===== src/rtl/core/tgd_pkg.sv =====
// package: shared constants, codes and types of the touch gesture detector
`timescale 1ns / 1ps

package tgd_pkg;

    localparam int HISTORY_DEPTH = 20;
    localparam int SCREEN_WIDTH  = 480;
    localparam int SCREEN_HEIGHT = 320;

    localparam int PTR_W  = $clog2(HISTORY_DEPTH);
    localparam int FILL_W = $clog2(HISTORY_DEPTH + 1);
    localparam int SUM_W  = PTR_W + 1;

    localparam int MIN_SWIPE_POINTS = 3;

    localparam logic [15:0] RST_LONG_PRESS_MS = 16'd500;
    localparam logic [15:0] RST_DOUBLE_TAP_MS = 16'd300;
    localparam logic [9:0]  RST_SWIPE_THRESH  = 10'd30;
    localparam logic [7:0]  RST_SCAN_INTERVAL = 8'd20;

    localparam int CFG_IDX_W  = 3;
    localparam int CFG_DATA_W = 16;

    typedef enum logic [1:0] {
        OP_TICK    = 2'd0,
        OP_PRESS   = 2'd1,
        OP_MOVE    = 2'd2,
        OP_RELEASE = 2'd3
    } op_t;

    typedef enum logic [1:0] {
        EV_NONE    = 2'd0,
        EV_PRESS   = 2'd1,
        EV_MOVE    = 2'd2,
        EV_RELEASE = 2'd3
    } event_t;

    typedef enum logic [1:0] {
        PH_IDLE     = 2'd0,
        PH_PRESSED  = 2'd1,
        PH_HELD     = 2'd2,
        PH_RELEASED = 2'd3
    } phase_t;

    typedef enum logic [2:0] {
        G_NONE   = 3'd0,
        G_TAP    = 3'd1,
        G_DOUBLE = 3'd2,
        G_LONG   = 3'd3,
        G_LEFT   = 3'd4,
        G_RIGHT  = 3'd5,
        G_UP     = 3'd6,
        G_DOWN   = 3'd7
    } gesture_t;

    typedef enum logic [CFG_IDX_W-1:0] {
        CFG_GESTURES_ENABLE = 3'd0,
        CFG_SWAP_AXES       = 3'd1,
        CFG_MIRROR_X        = 3'd2,
        CFG_MIRROR_Y        = 3'd3,
        CFG_LONG_PRESS_MS   = 3'd4,
        CFG_DOUBLE_TAP_MS   = 3'd5,
        CFG_SWIPE_THRESHOLD = 3'd6,
        CFG_SCAN_INTERVAL   = 3'd7
    } cfg_idx_t;

endpackage


===== src/rtl/core/tgd_item_if.sv =====
// interface: input item channel
`timescale 1ns / 1ps

interface tgd_item_if;
    logic        valid;
    logic        ready;
    logic [1:0]  operation;
    logic [15:0] x_in;
    logic [15:0] y_in;
    logic [31:0] now_ms;

    modport source (output valid, output operation, output x_in, output y_in,
                    output now_ms, input ready);
    modport sink (input valid, input operation, input x_in, input y_in,
                  input now_ms, output ready);
endinterface


===== src/rtl/core/tgd_result_if.sv =====
// interface: result item channel
`timescale 1ns / 1ps

interface tgd_result_if;
    logic        valid;
    logic        ready;
    logic [1:0]  event_code;
    logic [1:0]  touch_phase;
    logic [2:0]  gesture_code;
    logic        gesture_new;
    logic [15:0] point_x;
    logic [15:0] point_y;
    logic        is_active;
    logic [31:0] press_total;

    modport source (output valid, output event_code, output touch_phase,
                    output gesture_code, output gesture_new, output point_x,
                    output point_y, output is_active, output press_total,
                    input ready);
    modport sink (input valid, input event_code, input touch_phase,
                  input gesture_code, input gesture_new, input point_x,
                  input point_y, input is_active, input press_total,
                  output ready);
endinterface


===== src/rtl/core/tgd_cfg_if.sv =====
// interface: configuration register write channel
`timescale 1ns / 1ps

interface tgd_cfg_if;
    logic                          valid;
    logic                          ready;
    logic [tgd_pkg::CFG_IDX_W-1:0]  index;
    logic [tgd_pkg::CFG_DATA_W-1:0] data;

    modport source (output valid, output index, output data, input ready);
    modport sink (input valid, input index, input data, output ready);
endinterface


===== src/rtl/core/touch_gesture_detector_unit.sv =====
// top level: single-touch gesture detector with history ring memory
`timescale 1ns / 1ps

// Takes one tick, press, move or release item per clock while the output
// side is not stalled and returns exactly one result per item. The first
// stage orients the point, screens it, keeps the touch flag and ring
// pointers, writes the point into the history ring memory and reads the
// oldest stored point in the same cycle; the second stage uses that
// registered read data with the time and gesture state to build the result
// in the output register. The ring memory has one write and one read port,
// so one item per cycle is the sustained rate when the output side is not
// stalled. The ring needs no clearing after reset: the fill count keeps
// every read whose data is used on a written entry. Configuration writes
// are taken at any time and must only be issued while no item is in flight.
module touch_gesture_detector_unit (
    input  logic         clk,
    input  logic         rst_n,
    tgd_item_if.sink     item,
    tgd_result_if.source result,
    tgd_cfg_if.sink      cfg
);
    import tgd_pkg::*;

    // configuration
    logic        gestures_enable_reg;
    logic        swap_axes_reg;
    logic        mirror_x_reg;
    logic        mirror_y_reg;
    logic [15:0] long_press_ms_reg;
    logic [15:0] double_tap_ms_reg;
    logic [9:0]  swipe_threshold_reg;
    logic [7:0]  scan_interval_reg;

    assign cfg.ready = 1'b1;

    always_ff @(posedge clk or negedge rst_n)
    begin
        if (!rst_n)
        begin
            gestures_enable_reg <= 1'b1;
            swap_axes_reg       <= 1'b0;
            mirror_x_reg        <= 1'b0;
            mirror_y_reg        <= 1'b0;
            long_press_ms_reg   <= RST_LONG_PRESS_MS;
            double_tap_ms_reg   <= RST_DOUBLE_TAP_MS;
            swipe_threshold_reg <= RST_SWIPE_THRESH;
            scan_interval_reg   <= RST_SCAN_INTERVAL;
        end
        else if (cfg.valid && cfg.ready)
        begin
            unique case (cfg_idx_t'(cfg.index))
                CFG_GESTURES_ENABLE: gestures_enable_reg <= cfg.data[0];
                CFG_SWAP_AXES:       swap_axes_reg       <= cfg.data[0];
                CFG_MIRROR_X:        mirror_x_reg        <= cfg.data[0];
                CFG_MIRROR_Y:        mirror_y_reg        <= cfg.data[0];
                CFG_LONG_PRESS_MS:   long_press_ms_reg   <= cfg.data;
                CFG_DOUBLE_TAP_MS:   double_tap_ms_reg   <= cfg.data;
                CFG_SWIPE_THRESHOLD: swipe_threshold_reg <= cfg.data[9:0];
                CFG_SCAN_INTERVAL:   scan_interval_reg   <= cfg.data[7:0];
                default:             ;
            endcase
        end
    end

    // pipeline handshake
    logic p1_valid_reg;
    logic res_valid_reg;
    logic out_free;
    logic s1_go;
    logic acc;

    assign out_free   = !res_valid_reg || result.ready;
    assign s1_go      = p1_valid_reg && out_free;
    assign item.ready = !p1_valid_reg || out_free;
    assign acc        = item.valid && item.ready;

    // stage 0: orientation, screening, ring pointers
    op_t               op_in;
    logic [15:0]       sx;
    logic [15:0]       sy;
    logic [15:0]       ox;
    logic [15:0]       oy;
    logic              on_screen;
    logic              point_ok;
    logic              rel_ok;
    logic              swipe_chk;
    logic              fe_active_reg;
    logic              fe_active_next;
    logic [PTR_W-1:0]  wr_pos_reg;
    logic [PTR_W-1:0]  wr_pos_next;
    logic [FILL_W-1:0] fill_reg;
    logic [FILL_W-1:0] fill_next;
    logic [SUM_W-1:0]  rd_sum;
    logic [PTR_W-1:0]  rd_idx;

    always_comb
    begin
        op_in = op_t'(item.operation);
        sx    = swap_axes_reg ? item.y_in : item.x_in;
        sy    = swap_axes_reg ? item.x_in : item.y_in;
        ox    = mirror_x_reg ? 16'(SCREEN_WIDTH - 1) - sx : sx;
        oy    = mirror_y_reg ? 16'(SCREEN_HEIGHT - 1) - sy : sy;
        on_screen = (ox < 16'(SCREEN_WIDTH)) && (oy < 16'(SCREEN_HEIGHT));
        point_ok  = on_screen
                    && (op_in == OP_PRESS || (op_in == OP_MOVE && fe_active_reg));
        rel_ok    = (op_in == OP_RELEASE) && fe_active_reg;

        fe_active_next = fe_active_reg;
        if (point_ok && op_in == OP_PRESS)
        begin
            fe_active_next = 1'b1;
        end
        else if (rel_ok)
        begin
            fe_active_next = 1'b0;
        end

        wr_pos_next = wr_pos_reg;
        fill_next   = fill_reg;
        if (point_ok)
        begin
            wr_pos_next = (wr_pos_reg == PTR_W'(HISTORY_DEPTH - 1))
                          ? '0 : wr_pos_reg + 1'b1;
            if (fill_reg < FILL_W'(HISTORY_DEPTH))
            begin
                fill_next = fill_reg + 1'b1;
            end
        end

        swipe_chk = point_ok && (op_in == OP_MOVE) && gestures_enable_reg
                    && (fill_next >= FILL_W'(MIN_SWIPE_POINTS));

        // oldest stored point after this push
        rd_sum = SUM_W'(wr_pos_next) + SUM_W'(HISTORY_DEPTH) - SUM_W'(fill_next);
        rd_idx = (rd_sum >= SUM_W'(HISTORY_DEPTH))
                 ? PTR_W'(rd_sum - SUM_W'(HISTORY_DEPTH)) : PTR_W'(rd_sum);
    end

    always_ff @(posedge clk or negedge rst_n)
    begin
        if (!rst_n)
        begin
            fe_active_reg <= 1'b0;
            wr_pos_reg    <= '0;
            fill_reg      <= '0;
        end
        else if (acc)
        begin
            fe_active_reg <= fe_active_next;
            wr_pos_reg    <= wr_pos_next;
            fill_reg      <= fill_next;
        end
    end

    // history ring: only the first point reads the entry written in the same
    // cycle, and its read data is never used
    logic [31:0] hist_mem [HISTORY_DEPTH];
    logic [31:0] hist_rd_reg;

    always_ff @(posedge clk)
    begin
        if (acc && point_ok)
        begin
            hist_mem[wr_pos_reg] <= {oy, ox};
        end
        if (acc)
        begin
            hist_rd_reg <= hist_mem[rd_idx];
        end
    end

    // stage 1 pipeline registers
    op_t         p1_op_reg;
    logic [15:0] p1_x_reg;
    logic [15:0] p1_y_reg;
    logic        p1_point_ok_reg;
    logic        p1_rel_ok_reg;
    logic        p1_swipe_reg;
    logic        p1_active_reg;
    logic [31:0] p1_now_reg;

    always_ff @(posedge clk or negedge rst_n)
    begin
        if (!rst_n)
        begin
            p1_valid_reg <= 1'b0;
        end
        else if (acc)
        begin
            p1_valid_reg <= 1'b1;
        end
        else if (s1_go)
        begin
            p1_valid_reg <= 1'b0;
        end
    end

    always_ff @(posedge clk)
    begin
        if (acc)
        begin
            p1_op_reg       <= op_in;
            p1_x_reg        <= ox;
            p1_y_reg        <= oy;
            p1_point_ok_reg <= point_ok;
            p1_rel_ok_reg   <= rel_ok;
            p1_swipe_reg    <= swipe_chk;
            p1_active_reg   <= fe_active_next;
            p1_now_reg      <= item.now_ms;
        end
    end

    // stage 1: timing, gestures, result
    phase_t      phase_reg;
    phase_t      phase_next;
    gesture_t    gesture_reg;
    gesture_t    gesture_next;
    logic [31:0] press_count_reg;
    logic [31:0] press_count_next;
    logic [31:0] press_start_reg;
    logic [31:0] press_start_next;
    logic [31:0] last_tap_reg;
    logic [31:0] last_tap_next;
    logic [31:0] last_scan_reg;
    logic [31:0] last_scan_next;
    logic [15:0] cur_x_reg;
    logic [15:0] cur_x_next;
    logic [15:0] cur_y_reg;
    logic [15:0] cur_y_next;
    event_t      ev;
    logic        gnew;
    logic [31:0] hold;
    logic [31:0] since_tap;
    logic [31:0] since_scan;
    logic [16:0] dx;
    logic [16:0] dy;
    logic [16:0] ax;
    logic [16:0] ay;
    logic [16:0] th;
    gesture_t    swipe_dir;

    always_comb
    begin
        hold       = p1_now_reg - press_start_reg;
        since_tap  = p1_now_reg - last_tap_reg;
        since_scan = p1_now_reg - last_scan_reg;

        dx = {1'b0, p1_x_reg} - {1'b0, hist_rd_reg[15:0]};
        dy = {1'b0, p1_y_reg} - {1'b0, hist_rd_reg[31:16]};
        ax = dx[16] ? 17'(-dx) : dx;
        ay = dy[16] ? 17'(-dy) : dy;
        th = 17'(swipe_threshold_reg);
        if (ax > ay)
        begin
            swipe_dir = (!dx[16] && dx != '0) ? G_RIGHT : G_LEFT;
        end
        else
        begin
            swipe_dir = (!dy[16] && dy != '0) ? G_DOWN : G_UP;
        end

        phase_next       = phase_reg;
        gesture_next     = gesture_reg;
        press_count_next = press_count_reg;
        press_start_next = press_start_reg;
        last_tap_next    = last_tap_reg;
        last_scan_next   = last_scan_reg;
        cur_x_next       = cur_x_reg;
        cur_y_next       = cur_y_reg;
        ev               = EV_NONE;
        gnew             = 1'b0;

        unique case (p1_op_reg)
            OP_TICK:
            begin
                if (since_scan >= 32'(scan_interval_reg))
                begin
                    last_scan_next = p1_now_reg;
                    if (!p1_active_reg)
                    begin
                        phase_next = PH_IDLE;
                    end
                    else if (gestures_enable_reg && hold > 32'(long_press_ms_reg)
                             && gesture_reg != G_LONG)
                    begin
                        gesture_next = G_LONG;
                        gnew         = 1'b1;
                    end
                end
            end
            OP_RELEASE:
            begin
                if (p1_rel_ok_reg)
                begin
                    phase_next = PH_RELEASED;
                    ev         = EV_RELEASE;
                    cur_x_next = p1_x_reg;
                    cur_y_next = p1_y_reg;
                    if (gestures_enable_reg)
                    begin
                        if (hold < 32'(double_tap_ms_reg))
                        begin
                            gesture_next  = G_TAP;
                            last_tap_next = p1_now_reg;
                            gnew          = 1'b1;
                        end
                        else if (hold > 32'(long_press_ms_reg))
                        begin
                            gesture_next = G_LONG;
                            gnew         = 1'b1;
                        end
                    end
                end
            end
            OP_PRESS:
            begin
                if (p1_point_ok_reg)
                begin
                    phase_next       = PH_PRESSED;
                    ev               = EV_PRESS;
                    cur_x_next       = p1_x_reg;
                    cur_y_next       = p1_y_reg;
                    press_count_next = press_count_reg + 32'd1;
                    press_start_next = p1_now_reg;
                    if (since_tap < 32'(double_tap_ms_reg))
                    begin
                        gesture_next = G_DOUBLE;
                        gnew         = 1'b1;
                    end
                end
            end
            OP_MOVE:
            begin
                if (p1_point_ok_reg)
                begin
                    phase_next = PH_HELD;
                    ev         = EV_MOVE;
                    cur_x_next = p1_x_reg;
                    cur_y_next = p1_y_reg;
                    if (p1_swipe_reg && (ax > th || ay > th)
                        && swipe_dir != gesture_reg)
                    begin
                        gesture_next = swipe_dir;
                        gnew         = 1'b1;
                    end
                end
            end
            default:
            begin
            end
        endcase
    end

    always_ff @(posedge clk or negedge rst_n)
    begin
        if (!rst_n)
        begin
            phase_reg       <= PH_IDLE;
            gesture_reg     <= G_NONE;
            press_count_reg <= '0;
            press_start_reg <= '0;
            last_tap_reg    <= '0;
            last_scan_reg   <= '0;
            cur_x_reg       <= '0;
            cur_y_reg       <= '0;
        end
        else if (s1_go)
        begin
            phase_reg       <= phase_next;
            gesture_reg     <= gesture_next;
            press_count_reg <= press_count_next;
            press_start_reg <= press_start_next;
            last_tap_reg    <= last_tap_next;
            last_scan_reg   <= last_scan_next;
            cur_x_reg       <= cur_x_next;
            cur_y_reg       <= cur_y_next;
        end
    end

    // output register
    event_t      res_event_reg;
    logic        res_gnew_reg;
    logic        res_active_reg;

    always_ff @(posedge clk or negedge rst_n)
    begin
        if (!rst_n)
        begin
            res_valid_reg <= 1'b0;
        end
        else if (out_free)
        begin
            res_valid_reg <= p1_valid_reg;
        end
    end

    always_ff @(posedge clk)
    begin
        if (s1_go)
        begin
            res_event_reg  <= ev;
            res_gnew_reg   <= gnew;
            res_active_reg <= p1_active_reg;
        end
    end

    assign result.valid        = res_valid_reg;
    assign result.event_code   = res_event_reg;
    assign result.touch_phase  = phase_reg;
    assign result.gesture_code = gesture_reg;
    assign result.gesture_new  = res_gnew_reg;
    assign result.point_x      = cur_x_reg;
    assign result.point_y      = cur_y_reg;
    assign result.is_active    = res_active_reg;
    assign result.press_total  = press_count_reg;

endmodule


===== src/flat_wrapper.sv =====
// flat-port wrapper written by rule: the top's interface ports become plain ports
module touch_gesture_detector_unit_flat import tgd_pkg::*;
  (clk, rst_n, item_valid, item_operation, item_x_in, item_y_in, item_now_ms, item_ready, result_valid, result_event_code, result_touch_phase, result_gesture_code, result_gesture_new, result_point_x, result_point_y, result_is_active, result_press_total, result_ready, cfg_valid, cfg_index, cfg_data, cfg_ready);
  tgd_item_if item_i ();
  tgd_result_if result_i ();
  tgd_cfg_if cfg_i ();
  input  logic clk;
  input  logic rst_n;
  input wire logic [$bits(item_i.valid)-1:0] item_valid;
  input wire logic [$bits(item_i.operation)-1:0] item_operation;
  input wire logic [$bits(item_i.x_in)-1:0] item_x_in;
  input wire logic [$bits(item_i.y_in)-1:0] item_y_in;
  input wire logic [$bits(item_i.now_ms)-1:0] item_now_ms;
  output wire logic [$bits(item_i.ready)-1:0] item_ready;
  output wire logic [$bits(result_i.valid)-1:0] result_valid;
  output wire logic [$bits(result_i.event_code)-1:0] result_event_code;
  output wire logic [$bits(result_i.touch_phase)-1:0] result_touch_phase;
  output wire logic [$bits(result_i.gesture_code)-1:0] result_gesture_code;
  output wire logic [$bits(result_i.gesture_new)-1:0] result_gesture_new;
  output wire logic [$bits(result_i.point_x)-1:0] result_point_x;
  output wire logic [$bits(result_i.point_y)-1:0] result_point_y;
  output wire logic [$bits(result_i.is_active)-1:0] result_is_active;
  output wire logic [$bits(result_i.press_total)-1:0] result_press_total;
  input wire logic [$bits(result_i.ready)-1:0] result_ready;
  input wire logic [$bits(cfg_i.valid)-1:0] cfg_valid;
  input wire logic [$bits(cfg_i.index)-1:0] cfg_index;
  input wire logic [$bits(cfg_i.data)-1:0] cfg_data;
  output wire logic [$bits(cfg_i.ready)-1:0] cfg_ready;
  assign item_i.valid = item_valid;
  assign item_i.operation = item_operation;
  assign item_i.x_in = item_x_in;
  assign item_i.y_in = item_y_in;
  assign item_i.now_ms = item_now_ms;
  assign item_ready = item_i.ready;
  assign result_valid = result_i.valid;
  assign result_event_code = result_i.event_code;
  assign result_touch_phase = result_i.touch_phase;
  assign result_gesture_code = result_i.gesture_code;
  assign result_gesture_new = result_i.gesture_new;
  assign result_point_x = result_i.point_x;
  assign result_point_y = result_i.point_y;
  assign result_is_active = result_i.is_active;
  assign result_press_total = result_i.press_total;
  assign result_i.ready = result_ready;
  assign cfg_i.valid = cfg_valid;
  assign cfg_i.index = cfg_index;
  assign cfg_i.data = cfg_data;
  assign cfg_ready = cfg_i.ready;
  touch_gesture_detector_unit u_core (.clk(clk), .rst_n(rst_n), .item(item_i), .result(result_i), .cfg(cfg_i));
endmodule

===== config.mk =====
export PLATFORM = sky130hd
export DESIGN_NAME = touch_gesture_detector_unit_flat
export DESIGN_NICKNAME = d
export VERILOG_FILES = /design/src/rtl/core/tgd_pkg.sv /design/src/rtl/core/tgd_item_if.sv /design/src/rtl/core/tgd_result_if.sv /design/src/rtl/core/tgd_cfg_if.sv /design/src/rtl/core/touch_gesture_detector_unit.sv /design/src/flat_wrapper.sv
export SDC_FILE = /design/constraint.sdc
export NUM_CORES = 1
export LEC_CHECK = 0
export BUFFER_PORTS_ARGS = -buffer_cell sky130_fd_sc_hd__buf_2
export CORE_MARGIN = 4
export CORE_UTILIZATION = 35
export DETAILED_ROUTE_END_ITERATION = 10
export GPL_TIMING_DRIVEN = 0
export SKIP_CTS_REPAIR_TIMING = 1
export SLEW_MARGIN = 15
export SYNTH_ARGS = -nofsm -noshare
export SYNTH_HDL_FRONTEND = slang
export SYNTH_SLANG_ARGS = --single-unit

===== constraint.sdc =====
create_clock -name clk -period 10.8 [get_ports clk]
set_clock_uncertainty 0.2 [all_clocks]
set_input_delay 1.62 -clock clk [delete_from_list [all_inputs] [get_ports clk]]
set_output_delay 1.62 -clock clk [all_outputs]
set_load 0.03 [all_outputs]

After elaboration in Yosys (flattened, before gate mapping)
Memories as Yosys holds them, arrays and structs flattened. A register that Yosys moved wholly into a read port is not among the register bits.
Cells that the tools add are included.
{ "classes": {"addsub": 15, "mux": 60, "reduce_logical": 46, "order_cmp": 12, "eq_ne": 28} }
{ "ops": {"columns": ["operator", "count"], "rows": [
  ["16-bit two-way mux", 8],
  ["32-bit subtractor", 3],
  ["32-bit by 16-bit less-than comparator with 1-bit output", 2],
  ["16-bit one-hot mux with 2 select lines", 2],
  ["3-bit two-way mux", 12],
  ["17-bit by 10-bit > comparator with 1-bit output", 2],
  ["17-bit two-way mux", 2],
  ["17-bit negator", 2],
  ["17-bit nonzero test", 2],
  ["16-bit by 16-bit subtractor with 17-bit output", 2],
  ["32-bit by 1-bit adder with 32-bit output (second input constant)", 1],
  ["32-bit by 8-bit >= comparator with 1-bit output", 1],
  ["32-bit by 16-bit > comparator with 1-bit output", 1],
  ["16-bit by 9-bit less-than comparator with 1-bit output (second input constant)", 2],
  ["9-bit by 16-bit subtractor with 16-bit output (first input constant)", 2],
  ["5-bit two-way mux", 5],
  ["1-bit two-way mux", 20],
  ["2-bit by 1-bit inequality test with 1-bit output (second input constant)", 10],
  ["17-bit > comparator", 1],
  ["1-bit logical AND", 17],
  ["2-bit AND reduction", 8],
  ["2-bit two-way mux", 7],
  ["3-bit == test (second input constant)", 4],
  ["3-bit one-hot mux with 4 select lines", 1],
  ["30 further kinds", 44]
]} }
{ "word_totals": {"regBits": 306, "mem_bits_rw": 640, "elab_cells": 194, "out_inout_bits": 76, "memories": 1} }
{ "mem_list": {"columns": ["name", "depth", "word_bits", "rd", "rd_ports_with_merged_regs", "wr", "line_no", "text"], "rows": [
  ["u_core.hist_mem", 20, 32, 1, 1, 1, "touch_gesture_detector_unit.sv:157", "logic [31:0] hist_mem [HISTORY_DEPTH];"]
]} }

Logic depth before layout (Yosys ltp)
{ "depth": {"ltp_word": 11, "depth_mapped": 30} }

Worst setup path after synthesis
OpenSTA, ideal clock, no wires.
{ "synth_timing": {"path_kind": "in2reg", "startpoint": "in item_x_in[7]", "endpoint": "reg u_core.hist_rd_reg[10], read port of u_core.hist_mem, data pin", "cell_stages": 26, "path_slack_ps": 2839, "t_required_ps": 10340, "setup_time_ps": 260, "arrival_ps": 7502, "path_cell_list": "mux2_2 > inv_1 > ha_1 > nor2b_1 > nor3_1 > a21oi_1 > o21ai_0 > xor2_1 > nor4_1 > nand4_1 > nor4_1 > a21boi_1 > and2_1 > mux2i_1 > ha_1 > ha_1 > fa_1 > xnor2_1 > ha_1 > o21ai_0 > a21oi_1 > nand2_1 > o21ai_1 > clkbuf_1 > mux4_2 > mux2_2"} }
{ "synth_between": {"elab_chain_len": 11, "elab_cells_between_ends": 17, "cone_classes": "5 x add/sub; 3 x order compare; 7 x mux; 2 x reduce/logical"} }
{ "synth_rtl": {"columns": ["item", "line_no", "text"], "rows": [
  ["from (decl)", "flat_wrapper.sv:11", "input wire logic [$bits(item_i.x_in)-1:0] item_x_in;"],
  ["16-bit two-way mux *", "touch_gesture_detector_unit.sv:100", "sy = swap_axes_reg ? item.x_in : item.y_in;"],
  ["9-bit by 16-bit subtractor with 16-bit output *", "touch_gesture_detector_unit.sv:102", "oy = mirror_y_reg ? 16'(SCREEN_HEIGHT - 1) - sy : sy;"],
  ["16-bit two-way mux *", "touch_gesture_detector_unit.sv:102", null],
  ["named net u_core.oy[14]", "touch_gesture_detector_unit.sv:82", "logic [15:0] oy;"],
  ["16-bit by 9-bit less-than comparator with 1-bit output *", "touch_gesture_detector_unit.sv:103", "on_screen = (ox < 16'(SCREEN_WIDTH)) && (oy < 16'(SCREEN_HEIGHT));"],
  ["1-bit logical AND *", "touch_gesture_detector_unit.sv:103", null],
  ["1-bit logical AND *", "touch_gesture_detector_unit.sv:105", "&& (op_in == OP_PRESS || (op_in == OP_MOVE && fe_active_reg));"],
  ["5-bit two-way mux", "touch_gesture_detector_unit.sv:120", "if (point_ok)"],
  ["5-bit by 5-bit adder with 6-bit output", "touch_gesture_detector_unit.sv:134", "rd_sum = SUM_W'(wr_pos_next) + SUM_W'(HISTORY_DEPTH) - SUM_W'(fill_next);"],
  ["6-bit by 5-bit subtractor with 6-bit output *", "touch_gesture_detector_unit.sv:134", null],
  ["5-bit subtractor or 6-bit by 5-bit >= comparator with 1-bit output (tied branches)", "touch_gesture_detector_unit.sv:136, touch_gesture_detector_unit.sv:135", null],
  ["5-bit two-way mux *", "touch_gesture_detector_unit.sv:136", "? PTR_W'(rd_sum - SUM_W'(HISTORY_DEPTH)) : PTR_W'(rd_sum);"],
  ["to (decl)", "touch_gesture_detector_unit.sv:158", "logic [31:0] hist_rd_reg;"]
]} }
Mark *: on every way through the listed nets, which the timed path passes. The rest lies on a longest branch.
A chain may end at the register's enable or synchronous reset.

Worst setup path after layout
{ "layout_timing": {"startpoint": "reg u_core.swap_axes_reg", "endpoint": "reg u_core.hist_rd_reg[23], read port of u_core.hist_mem, data pin"} }
{ "layout_between": {"elab_chain_len": 11, "elab_cells_between_ends": 17, "cone_classes": "5 x add/sub; 3 x order compare; 7 x mux; 2 x reduce/logical"} }
{ "layout_rtl": {"columns": ["item", "line_no", "text"], "rows": [
  ["from (decl)", "touch_gesture_detector_unit.sv:26", "logic swap_axes_reg;"],
  ["from (signal assigned)", "touch_gesture_detector_unit.sv:53", "CFG_SWAP_AXES: swap_axes_reg <= cfg.data[0];"],
  ["16-bit two-way mux *", "touch_gesture_detector_unit.sv:100", null],
  ["9-bit by 16-bit subtractor with 16-bit output", "touch_gesture_detector_unit.sv:102", null],
  ["16-bit two-way mux *", "touch_gesture_detector_unit.sv:102", null],
  ["named net u_core.oy[14]", "touch_gesture_detector_unit.sv:82", null],
  ["16-bit by 9-bit less-than comparator with 1-bit output *", "touch_gesture_detector_unit.sv:103", null],
  ["1-bit logical AND *", "touch_gesture_detector_unit.sv:103", null],
  ["1-bit logical AND *", "touch_gesture_detector_unit.sv:105", null],
  ["5-bit two-way mux", "touch_gesture_detector_unit.sv:120", null],
  ["5-bit by 5-bit adder with 6-bit output", "touch_gesture_detector_unit.sv:134", null],
  ["6-bit by 5-bit subtractor with 6-bit output *", "touch_gesture_detector_unit.sv:134", null],
  ["5-bit subtractor or 6-bit by 5-bit >= comparator with 1-bit output (tied branches)", "touch_gesture_detector_unit.sv:136, touch_gesture_detector_unit.sv:135", null],
  ["5-bit two-way mux *", "touch_gesture_detector_unit.sv:136", null]
]} }
Marks and branches as above.

==> results.cfg <==
[status]
outcome = complete, no violations

[synthesis]
synth_area_leader_cell = edfxtp_1
async_reset_ff_share_pct = 23.7
yosysWarningCount = 0
synth_area_leaders = edfxtp_1 (46%), dfrtp_1 (11%), mux4_2 (8.9%)
synthTopCellsByCount = edfxtp_1 (746), inv_1 (257), ha_1 (240)
synth_ff_type = edfxtp_1
synth-edff-count = 746
synthesis.nets = 3851
seq_area_frac_synth_pct = 58.2
synth.most_common_cell = edfxtp_1
ys_ff_latch = 978
synthCells = 3515
synth.avg_cell_area_um2 = 13.8
synth_cell_types = 104
syn-cell-area_um2 = 48500
synth_top_area_share_pct = 46.2

[worst_setup_path]
reg2reg_to = u_core.hist_rd_reg[23]
r2r_cells = 25
crit_required_ps = 11030
critPathLaunch = u_core.swap_axes_reg
worstSetupPathType = register to register
reg2reg_setup_slack_ps = 640
crit_top_cell = clkbuf_1
critPathLaunchType = register
r2r-start = u_core.swap_axes_reg
cp_slowest_stage_delay_ps = 810
cp.arrival_ps = 10390
slowest_stage = clkdlybuf4s15_1
crit_fanout = 22
crit_path_end_kind = register

[final_layout]
stdcell_count = 5730
multi_input_area_um2 = 19200
finalCoreUtilization_pct = 40.9
largest_reg_flops = 640
ff_latch_area_um2 = 28200
top_register = u_core.hist_mem
synthToLayoutAreaGrowth_pct = 16.0
layout-drive-gt1-share_pct = 20.7
fillCellCount = 12600
final_nets = 4177

[placed_design]
port_buffers = 162
dp.cells = 5527
hpwl_mm = 92.6
gp_congestion = 0.857

[clock_tree]
cts_tree = done
worstSkewPairLatency_ps = 750
clock_path_buffers = 3
cts_sinks = 978
cts_buffers = 106
clk_pin_slew_ps = 60
cts_root_buf = clkbuf_16
cts-htree-levels = 3

[floorplanning]
die_y_um = 380
dieArea_um2 = 145000
core_um2 = 138000
start_util_pct = 35.3
rows = 136
dieWidth_um = 380
num_io_pins = 166

[global_route]
grt_pass1_vias = 30300
grt_use_total_pct = 17.2
grt_remaining_overflow = 0
grt_max_degree = 93
grt_pass1_wl_mm = 191
antenna_found_initial = 11

[drt]
viasPerCell = 5.28
via_count = 30200
antenna_left = 0
wl_per_cell_um = 21.9
dr.first_iter.drc_count = 2244
wl_mm = 125
drc = 0
firstDrtPassIters = 5

[sta]
hold_violations = 0
setup_viol = 0
clock.fmax_mhz = 98.4
post-route-min-period_ps = 10160
drv_slew = 0
relSlewSlack_pct = 20.8
fin_crit_sh_pct = 94.1
rsz0062_at_grt = false
worstMarginPinSlew_ps = 1190

[run]
max_cap_violations = 0

[pwr]
irDropWorstVdd_mv = 0.136
power_density_nw_per_um2 = 201
power_leakage_uw = 0.0210
power_uw = 11300

[min_path]
hold_start = u_core.result.press_total[31]
holdPathStages = 1
worstHoldEndpoint = u_core.result.press_total[31]
hold_class = register to register
## critical path, delay by kind of cell (launching register included)
kind / cells / cell delay, ps
xor gates and xnor gates: 1 / 360
muxes: 4 / 1470
and+or+nand+nor: 6 / 1320
DFF: 1 / 330
AOI/OAI and AO/OA: 3 / 670
adders and majority gates: 3 / 830
buffers and inverters: 8 / 4670
## cell type report
cell class,instances,area share (%)
multi-input cells,2163,34.1
flip-flops and latches,978,50.1
well taps,1794,3.99
repair buffers,218,2.81
inverters,257,1.72
plain buffers,117,0.862
clock buffers,138,5.09
clock inverters,61,1.27
diodes,4,0.0178
## metrics by stage
step / setup TNS [ps] / setup slack (ps) / hold slack (ps) / cell area [µm²]
6_report: 0 / 637 / 263 / 56300
5_1_grt: 0 / 73.3 / 285 / 56300
4_1_cts: -2.47 / -2.47 / 271 / 56300
3_5_place_dp: 0 / 91.9 / 261 / 52700
3_3_place_gp: -261160 / -1990 / 256 / 51600
2_1_floorplan: 0 / 2840 / 250 / 48500
## metal layers
layer	global-route usage, %	part of all wire, %	vias to the layer above
li1	-	-	14000
met1	23.3	44	15300
met2	28.6	48	753
met3	2.77	5.4	171
met4	4.72	2.7	0
met5	0	0	-
## cell usage in the layout, fill, tap and decap left out, drive strengths merged, types with 39 or more instances in the layout
| cell type | count |
|---|---|
| a21o | 81 |
| a21oi | 157 |
| buf | 238 |
| clkbuf | 233 |
| clkinv | 39 |
| dfrtp | 215 |
| edfxtp | 746 |
| ha | 240 |
| inv | 265 |
| mux2 | 144 |
| mux4 | 192 |
| nand2 | 219 |
| nand3 | 56 |
| nor2 | 148 |
| nor3 | 39 |
| o21ai | 193 |
| xnor2 | 112 |
| xor2 | 58 |
## power by group
| part | leakage, µW | internal, µW | switching (µW) |
|---|---|---|---|
| Clock | 0.00172 | 2130 | 1570 |
| Sequential | 0.00966 | 4520 | 152 |
| Combinational | 0.00966 | 1100 | 1870 |
## kinds of logic after synthesis
kind of cell | share of synthesized area (%)
simple gates | 7.05
xor+xnor | 3.11
buf+inv | 2.95
compound gates | 9.28
other cells | 0.00773
flops | 58.2
mux | 13.0
fa+ha+maj | 6.46
## worst max path at each step
| stage | endpoint | slack (ps) | cells after the start |
|---|---|---|---|
| floorplan | u_core.hist_rd_reg[10] | 2840 | 26 |
| global placement | u_core.hist_mem[10][3] | -1990 | 18 |
| detailed placement | u_core.hist_rd_reg[3] | 90 | 29 |
| CTS | u_core.hist_rd_reg[23] | -2 | 29 |
| global route | u_core.hist_rd_reg[23] | 70 | 24 |
| finish | u_core.hist_rd_reg[23] | 640 | 25 |
No activity file was read; power rests on OpenSTA's default activity.
